## src/sv/tlc_pkg.sv

```systemverilog
// Shared types and constants of the two-level cache tag block.
`timescale 1ns / 1ps
package tlc_pkg;

	// Replacement policy codes
	localparam logic [1:0] POL_FIFO = 2'd0;
	localparam logic [1:0] POL_LRU  = 2'd1;
	localparam logic [1:0] POL_LFU  = 2'd2;
	localparam logic [1:0] POL_ALT  = 2'd3;  // behaves as LRU

	// Configuration register indexes
	localparam logic CFG_L1_POLICY = 1'b0;
	localparam logic CFG_L2_POLICY = 1'b1;

	localparam int ADDR_W    = 64;
	localparam int L1_TAG_OW = 52;
	localparam int L2_TAG_OW = 49;
	localparam int CNT_W     = 32;
	localparam int RES_W     = 304;

	// Result item, last field (l1_hit) in the lowest bits
	typedef struct packed {
		logic [6:0]          pad;
		logic [CNT_W-1:0]    l2_evict_count;
		logic [CNT_W-1:0]    l2_miss_count;
		logic [CNT_W-1:0]    l2_hit_count;
		logic [CNT_W-1:0]    l1_evict_count;
		logic [CNT_W-1:0]    l1_miss_count;
		logic [CNT_W-1:0]    l1_hit_count;
		logic [L2_TAG_OW-1:0] l2_victim_tag;
		logic                l2_evicted;
		logic [L1_TAG_OW-1:0] l1_victim_tag;
		logic                l1_evicted;
		logic                l2_hit;
		logic                l1_hit;
	} result_t;

	function automatic logic [CNT_W-1:0] sat_inc(input logic [CNT_W-1:0] v);
		return (v == '1) ? v : v + 1'b1;
	endfunction

endpackage

```

## src/sv/tlc_victim.sv

```systemverilog
// Victim way selection for one set: first free way, else FIFO, LRU or LFU.
`timescale 1ns / 1ps
module tlc_victim #(
	parameter int WAYS = 8
) (
	input  logic [WAYS-1:0]                       vld,
	input  logic [WAYS-1:0][tlc_pkg::CNT_W-1:0]   last,
	input  logic [WAYS-1:0][tlc_pkg::CNT_W-1:0]   cnt,
	input  logic [((WAYS > 1) ? $clog2(WAYS) : 1)-1:0] fifo_ptr,
	input  logic [1:0]                            policy,
	output logic [((WAYS > 1) ? $clog2(WAYS) : 1)-1:0] victim,
	output logic                                  full
);
	import tlc_pkg::*;

	localparam int WW = (WAYS > 1) ? $clog2(WAYS) : 1;
	localparam int P  = 1 << WW;

	logic [CNT_W-1:0] key [2*P];
	logic [WW-1:0]    idx [2*P];
	logic [WW-1:0]    free_way;

	always_comb begin
		full     = &vld;
		free_way = '0;
		for (int w = WAYS - 1; w >= 0; w--) begin
			if (!vld[w]) free_way = WW'(w);
		end
		// min tree, left (lower way) wins on ties; padding leaves hold all ones
		for (int i = 0; i < P; i++) begin
			if (i < WAYS) key[P+i] = (policy == POL_LFU) ? cnt[i] : last[i];
			else key[P+i] = '1;
			idx[P+i] = WW'(i);
		end
		key[0] = '0;
		idx[0] = '0;
		for (int i = P - 1; i >= 1; i--) begin
			if (key[2*i+1] < key[2*i]) begin
				key[i] = key[2*i+1];
				idx[i] = idx[2*i+1];
			end else begin
				key[i] = key[2*i];
				idx[i] = idx[2*i];
			end
		end
		if (!full) victim = free_way;
		else if (policy == POL_FIFO) victim = fifo_ptr;
		else victim = idx[1];
	end

endmodule

```

## config.mk

```make
export PLATFORM = sky130hd
export DESIGN_NAME = tlc_victim
export DESIGN_NICKNAME = d
export VERILOG_FILES = /design/src/sv/tlc_pkg.sv /design/src/sv/tlc_victim.sv
export SDC_FILE = /design/constraint.sdc
export NUM_CORES = 1
export LEC_CHECK = 0
export ABC_AREA = 0
export BUFFER_PORTS_ARGS = -buffer_cell sky130_fd_sc_hd__buf_4
export CAP_MARGIN = 20
export CORE_AREA = 2 2 203 205
export DETAILED_ROUTE_END_ITERATION = 16
export DIE_AREA = 0 0 205 207
export GPL_TIMING_DRIVEN = 0
export PLACE_DENSITY = 0.47
export SLEW_MARGIN = 20
export SYNTH_ARGS = -nofsm -noshare
export SYNTH_HDL_FRONTEND = slang
export SYNTH_SLANG_ARGS = --single-unit
export TNS_END_PERCENT = 5
```

## constraint.sdc

```tcl
create_clock -name vclk -period 27.5
set_input_delay 2.75 -clock vclk [all_inputs]
set_output_delay 2.75 -clock vclk [all_outputs]
set_load 0.005 [all_outputs]
```

==> impl_metrics.sql <==
INSERT INTO impl_metrics (metric_group, metric, value, unit) VALUES
('hold_path', 'min_to', 'victim[1]', ''),
('timing', 'finalWorstPathRequiredPeriod', '17.40', 'ns'),
('floorplan', 'placement_rows', '74', ''),
('final_layout', 'most_frequent_standard_cell_in_the_layout_excluding_fill_and_tap_cells', 'sky130_fd_sc_hd__buf_4', ''),
('final_layout', 'post_route_cells_drive_above_1_share', '31.0', '%'),
('detailed_routing', 'vias', '12100', ''),
('final_layout', 'finalNetCount', '2639', ''),
('grt', 'grt_pass1_vias', '12200', ''),
('floorplan', 'chipWidth', '205', 'microns'),
('timing', 'final_max_slew_viols', '0', ''),
('logic_synthesis', 'post_synth_inst_count', '1371', ''),
('logic_synthesis', 'syn-num-nets', '2108', ''),
('grt', 'grt_pass1_wl', '74.2', 'mm'),
('logic_synthesis', 'ys_warn_count', '0', ''),
('place', 'final_replace_weighted_congestion', '0.883', ''),
('setup_path', 'worstPathMaxFanout', '10', ''),
('setup_path', 'required', '24.75', 'ns'),
('timing', 'setup_violations', '0', ''),
('final_layout', 'layout_common_cells', 'sky130_fd_sc_hd__buf_4, sky130_fd_sc_hd__mux2i_1, sky130_fd_sc_hd__ha_1', ''),
('final_layout', 'area_overhead_vs_synth', '44.7', '%'),
('setup_path', 'end_kind', 'primary output', ''),
('power', 'p_per_area', '33.7', 'nW/um^2'),
('final_layout', 'fillCellCount', '4278', ''),
('floorplan', 'die_height', '207', 'microns'),
('place', 'detailedPlace.worstSlack', '9.91', 'ns'),
('setup_path', 'worstPathBufferInverterCount', '9', ''),
('power', 'p_comb_share', '100.0', '%'),
('power', 'worst_ir_drop_vdd', '0.0000153', 'V'),
('power', 'clock_power_share', '0', '%'),
('detailed_routing', 'drt_drc_violations_left', '0', ''),
('timing', 'final_min_period_over_clock_period', '63.3', '%'),
('clocking', 'cts_setup_buffers', '0', ''),
('detailed_routing', 'ant_nets', '0', ''),
('clocking', 'postCtsResizedCells', '0', ''),
('power', 'p_int', '0.228', 'mW'),
('timing', 'timing.fmax', '57.5', 'MHz'),
('final_layout', 'layout.cell_area.non_filler', '15100', 'sq um'),
('timing', 'tightestPinTransition', '1.11', 'ns'),
('run_status', 'outcome', 'complete, no violations', ''),
('floorplan', 'core_region_area', '40400', 'sq um'),
('setup_path', 'worst_path_dominant_cell_family', 'compound AO/OA/AOI/OAI gates', ''),
('floorplan', 'pin_count', '529', ''),
('timing', 'hold_slack', '5.91', 'ns'),
('run', 'max_cap_viol_count', '0', ''),
('grt', 'grt_overflow', '0', ''),
('setup_path', 'cp_common_cell', 'sky130_fd_sc_hd__o21ai_0', ''),
('final_layout', 'clock_buf_count', '0', ''),
('logic_synthesis', 'syn_avg_cell_area', '7.59', 'sq um'),
('logic_synthesis', 'synth_top_cell_area_share', '29.2', '%'),
('hold_path', 'holdPathStages', '4', ''),
('logic_synthesis', 'ys_top_cells_by_area', 'sky130_fd_sc_hd__mux2i_1, sky130_fd_sc_hd__ha_1, sky130_fd_sc_hd__nand2_1', ''),
('place', 'dp_wirelength', '46.6', 'mm'),
('power', 'switching_share', '55.1', '%'),
('grt', 'grt_util_all_layers', '23.0', '%'),
('power', 'power', '0.508', 'mW'),
('final_layout', 'num_antenna_cells', '0', ''),
('final_layout', 'postLayoutCoreUtil', '37.3', '%'),
('timing', 'final_hold_viol_count', '0', ''),
('grt', 'largest_net_degree_at_the_start_of_global_routing', '11', ''),
('detailed_routing', 'wl_per_cell', '21.2', 'microns'),
('hold_path', 'min_path_type', 'in2out', ''),
('timing', 'setup-tns-final', '0', 'ns'),
('setup_path', 'crit_type', 'in2out', ''),
('final_layout', 'register_area', '0', 'sq um'),
('setup_path', 'cpMaxStageDelayCell', 'sky130_fd_sc_hd__buf_1', ''),
('timing', 'rsz0062_at_grt', 'false', ''),
('place', 'place.detailed.instances', '2432', ''),
('logic_synthesis', 'post_synth_num_cell_types', '62', ''),
('power', 'p_seq_share', '0', '%'),
('power', 'power.static_leakage', '8.41', 'nW'),
('logic_synthesis', 'synthDominantAreaCellType', 'sky130_fd_sc_hd__mux2i_1', '');
-- how the worst max path moves through the flow --
stage	startpoint	end	depth (start not counted)
floorplan	policy[1]	victim[2]	38
global placement	policy[0]	victim[2]	37
detailed placement	policy[0]	victim[2]	37
CTS	policy[0]	victim[2]	37
global route	policy[1]	victim[2]	37
finish	policy[1]	victim[2]	37
-- cell usage after synthesis (4+ instances only) --
cell and n:
sky130_fd_sc_hd__nand2b_1 8, sky130_fd_sc_hd__clkbuf_1 37, sky130_fd_sc_hd__buf_2 9, sky130_fd_sc_hd__and4_1 8, sky130_fd_sc_hd__a221oi_1 7, sky130_fd_sc_hd__a21boi_0 4, sky130_fd_sc_hd__o21ai_0 103, sky130_fd_sc_hd__o211ai_1 7
sky130_fd_sc_hd__nor2b_1 5, sky130_fd_sc_hd__nor3_1 11, sky130_fd_sc_hd__mux4_2 6, sky130_fd_sc_hd__o21a_1 6, sky130_fd_sc_hd__ha_1 212, sky130_fd_sc_hd__a21oi_1 52, sky130_fd_sc_hd__nand4_1 36, sky130_fd_sc_hd__a211oi_1 16
sky130_fd_sc_hd__o31a_1 33, sky130_fd_sc_hd__buf_1 19, sky130_fd_sc_hd__mux2i_1 303, sky130_fd_sc_hd__mux2_2 31, sky130_fd_sc_hd__a31oi_1 4, sky130_fd_sc_hd__inv_1 135, sky130_fd_sc_hd__nand3_1 18, sky130_fd_sc_hd__or4_1 4
sky130_fd_sc_hd__maj3_1 5, sky130_fd_sc_hd__a21o_1 29, sky130_fd_sc_hd__a211o_1 6, sky130_fd_sc_hd__nor2_1 43, sky130_fd_sc_hd__nand2_1 164
-- cell families (layout without fill, tap and decap cells) --
group           Yosys count  after routing  synth area share, %
compound gates          298            298                 18.6
mux                     340            340                 33.8
simple gates            314            314                 14.1
xor+xnor                  2              2                0.168
fa+ha+maj               217            217                 26.0
buf+inv                 200            729                 7.32
-- cell type report --
cell class | instances | area [sq um] | area share [%]
Timing Repair Buffer | 529 | 3970 | 26.4
Multi-Input combinational cell | 1171 | 9640 | 64.1
Buffer | 65 | 265 | 1.76
Inverter | 135 | 507 | 3.37
Tap cell | 532 | 666 | 4.42
-- layer usage --
metal / track usage, % / share of wire [%] / vias to the layer above
met4: 2.93 / 1.4 / 0
li1: - / - / 6144
met1: 32.1 / 47 / 5595
met3: 1.29 / 3.8 / 28
met2: 39.8 / 48 / 335
met5: 0 / 0 / -
-- power by group through the flow --
stage	clock network (mW)	logic (mW)	registers, mW
2_1_floorplan	0	0.320	0
3_3_place_gp	0	0.500	0
3_5_place_dp	0	0.507	0
4_1_cts	0	0.511	0
5_1_grt	0	0.570	0
6_report	0	0.508	0
No activity file was read; power rests on OpenSTA's default activity.
